### src/hdl/word_mix_content_hash_64_macros.svh
// ----------------------------------------------------------------------------
// Word mix content hash: assertion macros
// Shared concurrent assertion forms, clocked on the rising edge and disabled
// while the active-low reset is asserted.
// ----------------------------------------------------------------------------
`ifndef WORD_MIX_CONTENT_HASH_64_MACROS_SVH
`define WORD_MIX_CONTENT_HASH_64_MACROS_SVH

// Same-cycle implication: cons must hold whenever ante holds.
`define WMCH_ASSERT_NOW(lbl, clk, rst_n, ante, cons, msg) \
  lbl: assert property (@(posedge clk) disable iff (!rst_n) (ante) |-> (cons)) \
    else $error(msg);

// Next-cycle implication: cons must hold in the cycle after ante.
`define WMCH_ASSERT_NEXT(lbl, clk, rst_n, ante, cons, msg) \
  lbl: assert property (@(posedge clk) disable iff (!rst_n) (ante) |=> (cons)) \
    else $error(msg);

`endif

### src/hdl/wmch_pkg.sv
// ----------------------------------------------------------------------------
// Word mix content hash: package
// Constants, controller states, datapath command and status types and the
// byte fold helper shared by the controller and the datapath.
// ----------------------------------------------------------------------------
package wmch_pkg;

  localparam int unsigned WordW  = 64;
  localparam int unsigned HalfW  = 32;
  localparam int unsigned CountW = 4;
  localparam int unsigned IndexW = 29;
  localparam int unsigned MixShift = 29;

  localparam logic [WordW-1:0] GoldenStep = 64'h9E37_79B9_7F4A_7C15;
  localparam logic [WordW-1:0] MixMult    = 64'hFF51_AFD7_ED55_8CCD;
  // FNV-64 prime is 2^40 + 0x1B3
  localparam int unsigned       FnvShift  = 40;
  localparam logic [WordW-1:0]  FnvLow    = 64'h0000_0000_0000_01B3;

  typedef enum logic [2:0] {
    ST_IDLE,
    ST_MUL0,
    ST_MUL1,
    ST_MUL2,
    ST_FOLD,
    ST_TAIL,
    ST_DELIVER
  } state_e;

  // Which 32x32 partial product the shared multiplier forms
  typedef enum logic [1:0] {
    MUL_LL,
    MUL_HL,
    MUL_LH
  } mul_sel_e;

  typedef struct packed {
    logic     load;     // capture the accepted beat
    logic     mul_en;   // form a partial product
    mul_sel_e mul_sel;
    logic     fold;     // finish the word mix and fold it into the hash
    logic     tail;     // fold one byte of a partial word
    logic     finish;   // move the hash to the output and clear the state
  } cmd_t;

  typedef struct packed {
    logic one_left;     // one tail byte remains
    logic last;         // the captured beat ends the message
  } status_t;

  // A byte count of 8 or more is a full word
  function automatic logic is_full(input logic [CountW-1:0] count);
    is_full = count[CountW-1];
  endfunction

  // One FNV-style step: (h ^ b) * prime, modulo 2^64
  function automatic logic [WordW-1:0] fnv_step(input logic [WordW-1:0] h,
                                                input logic [7:0]       b);
    logic [WordW-1:0] x;
    x = h ^ {{(WordW-8){1'b0}}, b};
    fnv_step = (x << FnvShift) + WordW'(x * FnvLow);
  endfunction

endpackage

### src/hdl/wmch_datapath.sv
// ----------------------------------------------------------------------------
// Word mix content hash: datapath
// Holds the running hash, word index and golden-ratio multiple, and forms the
// 64-bit mixing product from three 32x32 partial products on one multiplier.
// ----------------------------------------------------------------------------
module wmch_datapath (
  input  logic                          clk_i,
  input  logic                          rst_ni,
  input  wmch_pkg::cmd_t                cmd_i,
  output wmch_pkg::status_t             status_o,
  input  logic [wmch_pkg::WordW-1:0]    data_word_i,
  input  logic [wmch_pkg::CountW-1:0]   byte_count_i,
  input  logic                          last_i,
  output logic [wmch_pkg::WordW-1:0]    hash_value_o
);

  logic [wmch_pkg::WordW-1:0]  word_q, word_d;
  logic [wmch_pkg::WordW-1:0]  prod_q, prod_d;
  logic [wmch_pkg::WordW-1:0]  hash_q, hash_d;
  logic [wmch_pkg::WordW-1:0]  golden_q, golden_d;
  logic [wmch_pkg::IndexW-1:0] index_q, index_d;
  logic [2:0]                  cnt_q, cnt_d;
  logic                        last_q, last_d;
  logic [wmch_pkg::WordW-1:0]  out_q, out_d;

  logic [wmch_pkg::HalfW-1:0]  mul_a, mul_b;
  logic [wmch_pkg::WordW-1:0]  mul_p;
  logic [wmch_pkg::WordW-1:0]  mixed;

  // Pick the operand halves for the shared multiplier
  always_comb begin
    unique case (cmd_i.mul_sel)
      wmch_pkg::MUL_LL: begin
        mul_a = word_q[wmch_pkg::HalfW-1:0];
        mul_b = wmch_pkg::MixMult[wmch_pkg::HalfW-1:0];
      end
      wmch_pkg::MUL_HL: begin
        mul_a = word_q[wmch_pkg::WordW-1:wmch_pkg::HalfW];
        mul_b = wmch_pkg::MixMult[wmch_pkg::HalfW-1:0];
      end
      wmch_pkg::MUL_LH: begin
        mul_a = word_q[wmch_pkg::HalfW-1:0];
        mul_b = wmch_pkg::MixMult[wmch_pkg::WordW-1:wmch_pkg::HalfW];
      end
      default: begin
        mul_a = '0;
        mul_b = '0;
      end
    endcase
  end

  assign mul_p = {{wmch_pkg::HalfW{1'b0}}, mul_a} * {{wmch_pkg::HalfW{1'b0}}, mul_b};
  assign mixed = prod_q ^ (prod_q >> wmch_pkg::MixShift);

  // Next values of the datapath registers
  always_comb begin
    word_d   = word_q;
    prod_d   = prod_q;
    hash_d   = hash_q;
    golden_d = golden_q;
    index_d  = index_q;
    cnt_d    = cnt_q;
    last_d   = last_q;
    out_d    = out_q;

    // capture a beat; a full word is pre-XORed with index * golden step
    if (cmd_i.load) begin
      word_d = wmch_pkg::is_full(byte_count_i) ? (data_word_i ^ golden_q) : data_word_i;
      cnt_d  = byte_count_i[2:0];
      last_d = last_i;
    end

    // accumulate partial products: low x low, then the two cross terms
    if (cmd_i.mul_en) begin
      if (cmd_i.mul_sel == wmch_pkg::MUL_LL) begin
        prod_d = mul_p;
      end else begin
        prod_d = prod_q + {mul_p[wmch_pkg::HalfW-1:0], {wmch_pkg::HalfW{1'b0}}};
      end
    end

    // fold the mixed word and advance the index; the golden multiple
    // returns to zero where the index wraps
    if (cmd_i.fold) begin
      hash_d   = hash_q ^ mixed;
      index_d  = index_q + 1'b1;
      golden_d = (&index_q) ? '0 : golden_q + wmch_pkg::GoldenStep;
    end

    // fold one tail byte, lowest first
    if (cmd_i.tail) begin
      hash_d = wmch_pkg::fnv_step(hash_q, word_q[7:0]);
      word_d = word_q >> 8;
      cnt_d  = cnt_q - 1'b1;
    end

    // hand the hash to the output register and clear the message state
    if (cmd_i.finish) begin
      out_d    = hash_q;
      hash_d   = '0;
      index_d  = '0;
      golden_d = '0;
    end
  end

  always_ff @(posedge clk_i or negedge rst_ni) begin
    if (!rst_ni) begin
      hash_q   <= '0;
      golden_q <= '0;
      index_q  <= '0;
    end else begin
      hash_q   <= hash_d;
      golden_q <= golden_d;
      index_q  <= index_d;
    end
  end

  // Payload registers
  always_ff @(posedge clk_i) begin
    word_q <= word_d;
    prod_q <= prod_d;
    cnt_q  <= cnt_d;
    last_q <= last_d;
    out_q  <= out_d;
  end

  assign status_o.one_left = (cnt_q == 3'd1);
  assign status_o.last     = last_q;
  assign hash_value_o      = out_q;

endmodule

### src/hdl/wmch_ctrl.sv
// ----------------------------------------------------------------------------
// Word mix content hash: controller
// Sequences the word mix and the tail byte fold, drives the input stall and
// owns the output valid flag.
// ----------------------------------------------------------------------------
`include "word_mix_content_hash_64_macros.svh"

module wmch_ctrl (
  input  logic                          clk_i,
  input  logic                          rst_ni,
  input  logic                          in_valid_i,
  output logic                          in_stall_o,
  input  logic [wmch_pkg::CountW-1:0]   byte_count_i,
  output logic                          out_valid_o,
  input  logic                          out_stall_i,
  output wmch_pkg::cmd_t                cmd_o,
  input  wmch_pkg::status_t             status_i
);

  wmch_pkg::state_e state_q, state_d;
  logic             out_valid_q, out_valid_d;
  logic             slot_free;
  logic             accept;

  assign slot_free = !out_valid_q || !out_stall_i;
  assign accept    = (state_q == wmch_pkg::ST_IDLE) && in_valid_i;

  // Next state
  always_comb begin
    state_d = state_q;
    unique case (state_q)
      wmch_pkg::ST_IDLE: begin
        if (in_valid_i) begin
          priority if (wmch_pkg::is_full(byte_count_i)) begin
            state_d = wmch_pkg::ST_MUL0;
          end else if (byte_count_i[2:0] == 3'd0) begin
            state_d = wmch_pkg::ST_DELIVER;
          end else begin
            state_d = wmch_pkg::ST_TAIL;
          end
        end
      end
      wmch_pkg::ST_MUL0: state_d = wmch_pkg::ST_MUL1;
      wmch_pkg::ST_MUL1: state_d = wmch_pkg::ST_MUL2;
      wmch_pkg::ST_MUL2: state_d = wmch_pkg::ST_FOLD;
      wmch_pkg::ST_FOLD: begin
        state_d = status_i.last ? wmch_pkg::ST_DELIVER : wmch_pkg::ST_IDLE;
      end
      wmch_pkg::ST_TAIL: begin
        if (status_i.one_left) begin
          state_d = wmch_pkg::ST_DELIVER;
        end
      end
      wmch_pkg::ST_DELIVER: begin
        if (slot_free) begin
          state_d = wmch_pkg::ST_IDLE;
        end
      end
      default: state_d = wmch_pkg::ST_IDLE;
    endcase
  end

  // Datapath commands
  always_comb begin
    cmd_o         = '0;
    cmd_o.mul_sel = wmch_pkg::MUL_LL;
    cmd_o.load    = accept;
    unique case (state_q)
      wmch_pkg::ST_MUL0: begin
        cmd_o.mul_en  = 1'b1;
        cmd_o.mul_sel = wmch_pkg::MUL_LL;
      end
      wmch_pkg::ST_MUL1: begin
        cmd_o.mul_en  = 1'b1;
        cmd_o.mul_sel = wmch_pkg::MUL_HL;
      end
      wmch_pkg::ST_MUL2: begin
        cmd_o.mul_en  = 1'b1;
        cmd_o.mul_sel = wmch_pkg::MUL_LH;
      end
      wmch_pkg::ST_FOLD:    cmd_o.fold   = 1'b1;
      wmch_pkg::ST_TAIL:    cmd_o.tail   = 1'b1;
      wmch_pkg::ST_DELIVER: cmd_o.finish = slot_free;
      default: ;
    endcase
  end

  // Hold the result until the beat is taken; reload when the slot frees
  always_comb begin
    out_valid_d = out_valid_q && out_stall_i;
    if (cmd_o.finish) begin
      out_valid_d = 1'b1;
    end
  end

  always_ff @(posedge clk_i or negedge rst_ni) begin
    if (!rst_ni) begin
      state_q     <= wmch_pkg::ST_IDLE;
      out_valid_q <= 1'b0;
    end else begin
      state_q     <= state_d;
      out_valid_q <= out_valid_d;
    end
  end

  assign in_stall_o  = (state_q != wmch_pkg::ST_IDLE);
  assign out_valid_o = out_valid_q;

  // A waiting result is never overwritten
  `WMCH_ASSERT_NOW(a_no_overwrite, clk_i, rst_ni, cmd_o.finish,
                   !out_valid_q || !out_stall_i, "result overwritten while stalled")
  // The partial products always run to the fold
  `WMCH_ASSERT_NEXT(a_mul_to_fold, clk_i, rst_ni, state_q == wmch_pkg::ST_MUL2,
                    state_q == wmch_pkg::ST_FOLD, "mix sequence broken")
  // A new result appears only from the deliver state
  `WMCH_ASSERT_NOW(a_valid_source, clk_i, rst_ni, $rose(out_valid_q),
                   $past(state_q) == wmch_pkg::ST_DELIVER, "result without deliver")
  // A nonempty partial word always enters the tail fold
  `WMCH_ASSERT_NEXT(a_tail_entry, clk_i, rst_ni,
                    accept && !wmch_pkg::is_full(byte_count_i) && (byte_count_i != '0),
                    state_q == wmch_pkg::ST_TAIL, "partial word skipped tail fold")

endmodule

### src/hdl/word_mix_content_hash_64.sv
// ----------------------------------------------------------------------------
// Word mix content hash, 64-bit
// Hashes a byte message streamed as little-endian 64-bit words: full words
// are mixed and XORed into the hash, a final partial word is folded byte by
// byte, and the hash is delivered on the message's last beat.
//
//   channel  direction  handshake              payload
//   in       sink       in_valid_i/in_stall_o  data_word_i, byte_count_i, last_i
//   out      source     out_valid_o/out_stall_i hash_value_o
//
// A full word runs through the beat, three partial products on the shared
// 32x32 multiplier, then the fold; a last full word adds a delivery step.
// A partial word is folded one byte per step, lowest first, then delivered.
// One beat is worked on at a time; the input stalls until it is done.
// A finished hash waits in the output register; delivery of the next one
// holds while that register is full and stalled.
// Reset clears the hash, the word index and the output valid flag.
// ----------------------------------------------------------------------------
module word_mix_content_hash_64 (
  input  logic                          clk_i,
  input  logic                          rst_ni,
  input  logic                          in_valid_i,
  output logic                          in_stall_o,
  input  logic [wmch_pkg::WordW-1:0]    data_word_i,
  input  logic [wmch_pkg::CountW-1:0]   byte_count_i,
  input  logic                          last_i,
  output logic                          out_valid_o,
  input  logic                          out_stall_i,
  output logic [wmch_pkg::WordW-1:0]    hash_value_o
);

  wmch_pkg::cmd_t    cmd;
  wmch_pkg::status_t status;

  // Sequence the work
  wmch_ctrl u_ctrl (
    .clk_i        (clk_i),
    .rst_ni       (rst_ni),
    .in_valid_i   (in_valid_i),
    .in_stall_o   (in_stall_o),
    .byte_count_i (byte_count_i),
    .out_valid_o  (out_valid_o),
    .out_stall_i  (out_stall_i),
    .cmd_o        (cmd),
    .status_i     (status)
  );

  // Compute the hash
  wmch_datapath u_datapath (
    .clk_i        (clk_i),
    .rst_ni       (rst_ni),
    .cmd_i        (cmd),
    .status_o     (status),
    .data_word_i  (data_word_i),
    .byte_count_i (byte_count_i),
    .last_i       (last_i),
    .hash_value_o (hash_value_o)
  );

endmodule

### config.mk
export PLATFORM = sky130hd
export DESIGN_NAME = word_mix_content_hash_64
export DESIGN_NICKNAME = d
export VERILOG_FILES = /design/src/hdl/wmch_pkg.sv /design/src/hdl/wmch_datapath.sv /design/src/hdl/wmch_ctrl.sv /design/src/hdl/word_mix_content_hash_64.sv
export VERILOG_INCLUDE_DIRS = /design/src /design/src/hdl
export SDC_FILE = /design/constraint.sdc
export NUM_CORES = 2
export LEC_CHECK = 0
export ABC_AREA = 1
export BUFFER_PORTS_ARGS = -buffer_cell sky130_fd_sc_hd__buf_2
export CORE_MARGIN = 2
export CORE_UTILIZATION = 30
export CTS_CLUSTER_DIAMETER = 50
export DETAILED_ROUTE_END_ITERATION = 16
export PLACE_DENSITY_LB_ADDON = 0.25
export SLEW_MARGIN = 10
export SYNTH_ARGS = -nofsm -noshare
export SYNTH_HDL_FRONTEND = slang
export SYNTH_SLANG_ARGS = --single-unit
### constraint.sdc
create_clock -name clk_i -period 17 [get_ports clk_i]
set_clock_uncertainty 0.2 [all_clocks]
set_input_delay 0.85 -clock clk_i [delete_from_list [all_inputs] [get_ports clk_i]]
set_output_delay 0.85 -clock clk_i [all_outputs]
set_load 0.05 [all_outputs]
### Yosys cells after proc, flatten, opt, wreduce, memory -nomap -nowiden

Index checks and enable logic that the tools add are counted.

| cells by class | value |
|---|---|
| muxes and demuxes | 28 |
| eq/ne operators | 12 |
| multiply operators | 2 |
| bitwise operators | 4 |
| add/sub/neg operators | 5 |
| reductions and logical operators | 16 |

Operator list:

| kind | count |
|---|---|
| $mux W64 | 8 |
| $add A64 B64 Y64 | 2 |
| $pmux W32 S2 | 2 |
| $xor A64 B64 Y64 | 2 |
| $mux W56 | 2 |
| $add A64 B64 Y64 const B | 1 |
| $mul A32 B32 Y64 | 1 |
| $mul A64 B9 Y64 const B | 1 |
| $xor A64 B35 Y64 | 1 |
| $xor A64 B8 Y64 | 1 |
| $mux W29 | 2 |
| $add A29 B1 Y29 const B | 1 |
| $reduce_and A29 Y1 | 1 |
| $mux W3 | 7 |
| $pmux W3 S7 | 1 |
| $eq A3 B3 Y1 const B | 3 |
| $pmux W3 S3 | 1 |
| $eq A3 B1 Y1 const B | 2 |
| $eq A3 B2 Y1 const B | 2 |
| $logic_not A3 Y1 | 2 |
| $reduce_bool A3 Y1 | 2 |
| $mux W1 | 4 |
| $ne A2 B2 Y1 const B | 2 |
| $reduce_bool A2 Y1 | 2 |
| 11 further kinds | 14 |

| word-level totals | value |
|---|---|
| flip-flop bits (word level) | 357 |
| input bits | 73 |

### Longest topological paths before layout

| logic depth | value |
|---|---|
| depth in word-level cells | 8 |
| depth in mapped cells | 46 |
| mapped depth without buffers | 46 |

### Modules after synthesis

From an unflattened synthesis, not the netlist that was laid out.

| second synthesis, totals | value |
|---|---|
| cell total of the unflattened synthesis | 7,398 |
| area total of the unflattened synthesis | 59,861.2 um2 |

By module, submodules not included:

| module | area an instance (um2) | instances | cells an instance |
|---|---|---|---|
| wmch_datapath | 59,514.6 | 1 | 7,346 |
| wmch_ctrl | 346.6 | 1 | 52 |

### Worst setup path before layout

No wires, ideal clock.

| timing path | value |
|---|---|
| path kind | reg-to-reg |
| start point | reg u_ctrl.state_q[1] |
| end point | reg u_datapath.prod_q[59] (netlist bit), data pin |
| data arrival time | 8.347 ns |
| stages on the path, launching flop included | 40 |
| data required time | 16.547 ns |
| slack | 8.201 ns |
| setup time | 0.253 ns |
| path through | dfrtp_1 > inv_2 > nor2_4 > inv_2 > nor2_8 > clkbuf_1 > or2_2 > o21ai_1 > nor2_1 > inv_1 > fa_1 > inv_1 > fa_1 > fa_1 > inv_1 > fa_1 > inv_1 > fa_1 > [4 not listed] > fa_1 > ha_1 > nand2_1 > nor2_1 > nand2_1 > nor2_1 > nand2_1 > nand3_1 > xor2_1 > ha_1 > a21o_1 > a21oi_1 > o21ai_0 > a21oi_1 > nand2_1 > xor2_1 > nand2_1 > nand2_1 |

| between the ends | value |
|---|---|
| cells in the longest elaborated chain, start to end | 8 |
| elaborated cells on any way between the ends | 14 |
| those cells by class | 1 x add/sub; 1 x mul; 5 x eq/ne; 4 x mux; 3 x reduce/logical |

Ends and longest elaborated chain:

| what | line | source |
|---|---|---|
| from (decl) | wmch_ctrl.sv:20 | `wmch_pkg::state_e state_q, state_d;` |
| from (signal assigned) | wmch_ctrl.sv:98 | `state_q <= wmch_pkg::ST_IDLE;` |
| from (signal assigned) | wmch_ctrl.sv:101 | `state_q <= state_d;` |
| $eq A3 B2 Y1 / $eq A3 B1 Y1 (equally long branches) | wmch_ctrl.sv:68 | `unique case (state_q)` |
| $pmux W3 S3 (*) | wmch_ctrl.sv:68 |  |
| $eq A2 B2 Y1, or another cell as far along | wmch_datapath.sv:32 | `unique case (cmd_i.mul_sel)` |
| $reduce_or A2 Y1 (no line) | n/a |  |
| $pmux W32 S2 | wmch_datapath.sv:32 |  |
| $mul A32 B32 Y64 | wmch_datapath.sv:52 | `assign mul_p = {{wmch_pkg::HalfW{1'b0}}, mul_a} * {{wmch_pkg::HalfW{1'b0}}, mul_b};` |
| $add A64 B64 Y64 | wmch_datapath.sv:78 | `prod_d = prod_q + {mul_p[wmch_pkg::HalfW-1:0], {wmch_pkg::HalfW{1'b0}}};` |
| $mux W64 (*) | wmch_datapath.sv:75 | `if (cmd_i.mul_sel == wmch_pkg::MUL_LL) begin` |
| to (signal assigned) | wmch_datapath.sv:121 | `prod_q <= prod_d;` |
| to (decl) | wmch_datapath.sv:18 | `logic [wmch_pkg::WordW-1:0] prod_q, prod_d;` |

Mark *: on every way between the ends. The rest lies on a longest branch, timed or not.
A chain may end at the register's enable or synchronous reset.

### Final worst setup path

| timing path | value |
|---|---|
| start point | reg u_ctrl.state_q[1] |
| end point | reg u_datapath.prod_q[63] (netlist bit), data pin |

Same word-level chain as after synthesis.

==> Flow_metrics.wiki <==
{| class="wikitable"
! Metric !! Value
|-
| Clock buffer depth || 3
|-
| Beginning of the worst hold path || last_i
|-
| # hold bufs at CTS || 1
|-
| EDFF count, synth || 188
|-
| DRC Markers || 0
|-
| Worst reg-to-reg path cell count || 39
|-
| Post-synthesis cell count || 7295
|-
| Site row count || 163
|-
| Count of final max-slew check failures || 0
|-
| Maximum fanout along the worst path || 63
|-
| Clock tree from TritonCTS || done
|-
| Sum of overflow across all layers after global routing || 0
|-
| Htree depth || 2
|-
| Startpoint of the most critical register-to-register path || u_ctrl.state_q[1]
|-
| Antenna violations before repair || 5
|-
| Ratio of cells with drive above 1 in the final layout || 4.953%
|-
| Starting utilization of the core area || 30.17%
|-
| Average cell area after synthesis || 8.165 µm²
|-
| Maximum cell stage delay along the critical path || 0.77 ns
|-
| Post-synthesis net count || 8888
|-
| Worst slew margin || 16.18%
|-
| Final wirelength || 226.8 mm
|-
| Area occupied by multi-input gates || 42490 µm²
|-
| Sequential cell area || 9834 µm²
|-
| Area share of the largest cell type after synthesis || 30.89%
|-
| Least-Margin Pin Slew || 1.249 ns
|-
| Number of unique standard cell types used by synthesis || 57
|-
| Number of nets still failing antenna checks after routing || 0
|-
| Cell area after placement || 63460 µm²
|-
| Post-Place Worst Slack || 4.634 ns
|-
| Clock transition at path regs || 0.06 ns
|-
| Reg-to-reg critical path endpoint || u_datapath.prod_q[63]
|-
| Most common cell in the synthesized netlist || sky130_fd_sc_hd__inv_1
|-
| Setup Crit Path Kind || flop to flop
|-
| I/O Pins || 139
|-
| Port Buffer Count || 138
|-
| Global-route wire length before repair || 336.5 mm
|-
| Final period utilization || 72.90%
|-
| End of the worst hold path || u_datapath.last_q
|-
| Endpoint arrival time on the critical path || 12.62 ns
|-
| Fraction of the core area covered by cells at the end of the flow || 33.16%
|-
| Fill cell count || 21.32k
|-
| Fraction of the yosys area taken by sequential cells || 16.51%
|-
| Hold crit path type || input pin to flop
|-
| Share of flip-flops with an asynchronous set or reset after synthesis || 45.10%
|-
| Data required time at the worst endpoint || 17.22 ns
|-
| Total of endpoints with negative setup slack in the final report || 0
|-
| CTS-repair resized insts || 0
|-
| Endpoints failing hold || 0
|-
| DP HPWL || 196.6 mm
|-
| Net count of the finished layout || 9035
|-
| Die extent in x || 449.6 µm
|-
| Average wire per standard cell || 22.39 µm
|-
| Cell at the root of the clock tree || sky130_fd_sc_hd__clkbuf_16
|-
| Fmax || 80.69 MHz
|-
| Total negative slack || 0 ns
|-
| Drt via density || 4.769
|-
| Pin count of the biggest net entering global routing || 114
|-
| Synth warn || 0
|-
| Metal1 wirelength || 99.99 mm
|-
| Synth Register Bits || 357
|-
| Via count of the first global-routing pass || 50.76k
|-
| CTS Sinks || 357
|-
| CTS Buf Count || 57
|-
| Area of the die || 202100 µm²
|-
| Commonest cells in the netlist || sky130_fd_sc_hd__inv_1, sky130_fd_sc_hd__nand2_1, sky130_fd_sc_hd__fa_1
|-
| Count of routing violations after the opening detailed-route iteration || 3617
|-
| Post-route setup slack || 4.607 ns
|-
| Die height || 449.6 µm
|-
| Final Cell Area || 65460 µm²
|-
| Run status || finished clean
|-
| RSZ-0062 raised after global routing || no
|-
| Gpl congestion || 0.9645
|-
| Most Frequent Cell on Critical Path || sky130_fd_sc_hd__fa_1
|-
| Routed vias || 48.32k
|-
| Amount of wire on met2 after detailed routing || 109.0 mm
|-
| Post-CTS Setup Bufs || 0
|-
| Leading cell types by total area after synthesis || sky130_fd_sc_hd__fa_1, sky130_fd_sc_hd__ha_1, sky130_fd_sc_hd__inv_1
|-
| Max-cap viol count || 0
|-
| Amount of wire on met3 after detailed routing || 10.63 mm
|-
| Mapped cell area || 59570 µm²
|-
| CP endpoint kind || flop
|-
| Cell with the largest stage delay on the worst path || sky130_fd_sc_hd__o21ai_1
|-
| Fin crit period || 12.39 ns
|-
| Total Routing Usage GR || 22.42%
|-
| Top routing layer in use || met5
|-
| Hold-critical path depth || 1
|-
| Startpoint types || flop
|-
| Area leader, netlist || sky130_fd_sc_hd__fa_1
|-
| Register-to-Register Setup Slack || 4.61 ns
|-
| Core Area || 197400 µm²
|-
| Number of iterations in the first detailed-routing pass || 7
|-
| Area delta synth->final || 9.902%
|-
| Dominant synthesized flop cell || sky130_fd_sc_hd__edfxtp_1
|-
| Source-to-sink clock delay at the later pin of the worst-skew pair || 0.67 ns
|}
[how the worst max path moves through the flow]
stage	startpoint	to	slack (ns)	depth (start not counted)
after global placement	u_ctrl.state_q[1]	u_datapath.prod_q[63]	4.61	38
after global routing	u_ctrl.state_q[1]	u_datapath.prod_q[63]	4.02	39
after floorplan	u_ctrl.state_q[1]	u_datapath.prod_q[59]	8.20	39
final	u_ctrl.state_q[1]	u_datapath.prod_q[63]	4.61	39
after CTS	u_ctrl.state_q[1]	u_datapath.prod_q[62]	4.65	38
after detailed placement	u_ctrl.state_q[1]	u_datapath.prod_q[62]	4.63	38
[worst max-delay path, delay by kind of cell, from the launching register on]
kind	cells	cell delay [ns]
compound gates	8	2.17
buf+inv	12	2.77
simple gates	8	1.06
fa+ha+maj	10	4.96
flops	1	0.51
xor+xnor	1	0.42
[metrics by stage]
stage | hold WS (ns) | std cells
finish | 0.2193 | 10133
global route | 0.2064 | 10133
CTS | 0.2080 | 10131
detailed placement | 0.2829 | 10022
global placement | 0.2778 | 10022
floorplan | 0.2552 | 7295
[logic make-up (layout without fill, tap and decap cells)]
kind of cell / after synthesis / after routing / synth area share [%]
AO/OA/AOI/OAI: 826 / 826 / 7.446
AND/OR/NAND/NOR: 2461 / 2461 / 17.11
other: 0 / 2 / 0
buffers and inverters: 1912 / 2108 / 12.20
flip-flops: 357 / 357 / 16.51
adder cells (fa/ha/maj): 1520 / 1520 / 43.51
XOR/XNOR: 219 / 219 / 3.220
[state kept, by name (all words and copies together), names as in the netlist]
name                     flops
u_datapath.word_q           64
u_ctrl.out_valid_o           1
u_datapath.prod_q           64
u_datapath.golden_q         64
u_ctrl.state_q               3
u_datapath.hash_q           64
u_datapath.last_q            1
u_datapath.cnt_q             3
u_datapath.hash_value_o     64
u_datapath.index_q          29
[final cells by class]
type / instances / area share [%]
diodes: 2 / 0.007645
flip-flops and latches: 357 / 15.02
inverters: 1822 / 10.45
clock buffers: 70 / 2.364
multi-input cells: 5026 / 64.91
clock inverters: 38 / 0.6747
repair buffers: 178 / 1.527
well taps: 2640 / 5.046
[layer usage]
layer  global-route usage [%]  vias up
li1                         -    22692
met1                    29.92    24098
met2                    38.43     1309
met3                    2.352      223
met4                    6.171        2
met5                        0        -
[cells in the final DEF (no fill, tap or decap), types with 5 or more instances in the layout]
cell type                   instances
sky130_fd_sc_hd__inv_2             10
sky130_fd_sc_hd__xor2_1           158
sky130_fd_sc_hd__nand4_1           56
sky130_fd_sc_hd__nor3_2             6
sky130_fd_sc_hd__o21ai_2           12
sky130_fd_sc_hd__nand3_1          311
sky130_fd_sc_hd__ha_1             601
sky130_fd_sc_hd__inv_6             12
sky130_fd_sc_hd__o21ai_0          362
sky130_fd_sc_hd__a31oi_1            9
sky130_fd_sc_hd__and3_1             7
sky130_fd_sc_hd__xnor2_1           61
sky130_fd_sc_hd__nor3_1            53
sky130_fd_sc_hd__buf_2            137
sky130_fd_sc_hd__buf_4             39
sky130_fd_sc_hd__nand2_1         1370
sky130_fd_sc_hd__clkbuf_1           8
sky130_fd_sc_hd__dfxtp_1            8
sky130_fd_sc_hd__nor2_4             8
sky130_fd_sc_hd__nor2_1           570
sky130_fd_sc_hd__fa_1             919
sky130_fd_sc_hd__clkinv_2           5
sky130_fd_sc_hd__edfxtp_1         188
sky130_fd_sc_hd__dfrtp_1          161
sky130_fd_sc_hd__a21o_1             8
sky130_fd_sc_hd__nor4_1             8
sky130_fd_sc_hd__o22ai_1           20
sky130_fd_sc_hd__inv_1           1812
sky130_fd_sc_hd__a21oi_1          316
sky130_fd_sc_hd__nand3b_1          13
sky130_fd_sc_hd__clkbuf_16         59
sky130_fd_sc_hd__clkinv_4           9
sky130_fd_sc_hd__a21boi_0           8
sky130_fd_sc_hd__o21bai_1          25
sky130_fd_sc_hd__o21ai_1           28
sky130_fd_sc_hd__or2_2             46
sky130_fd_sc_hd__o21a_1            15
Power is left out: the tool's default activity adds up to more than one toggle a clock period on the data nets, which glitch-free logic cannot reach.
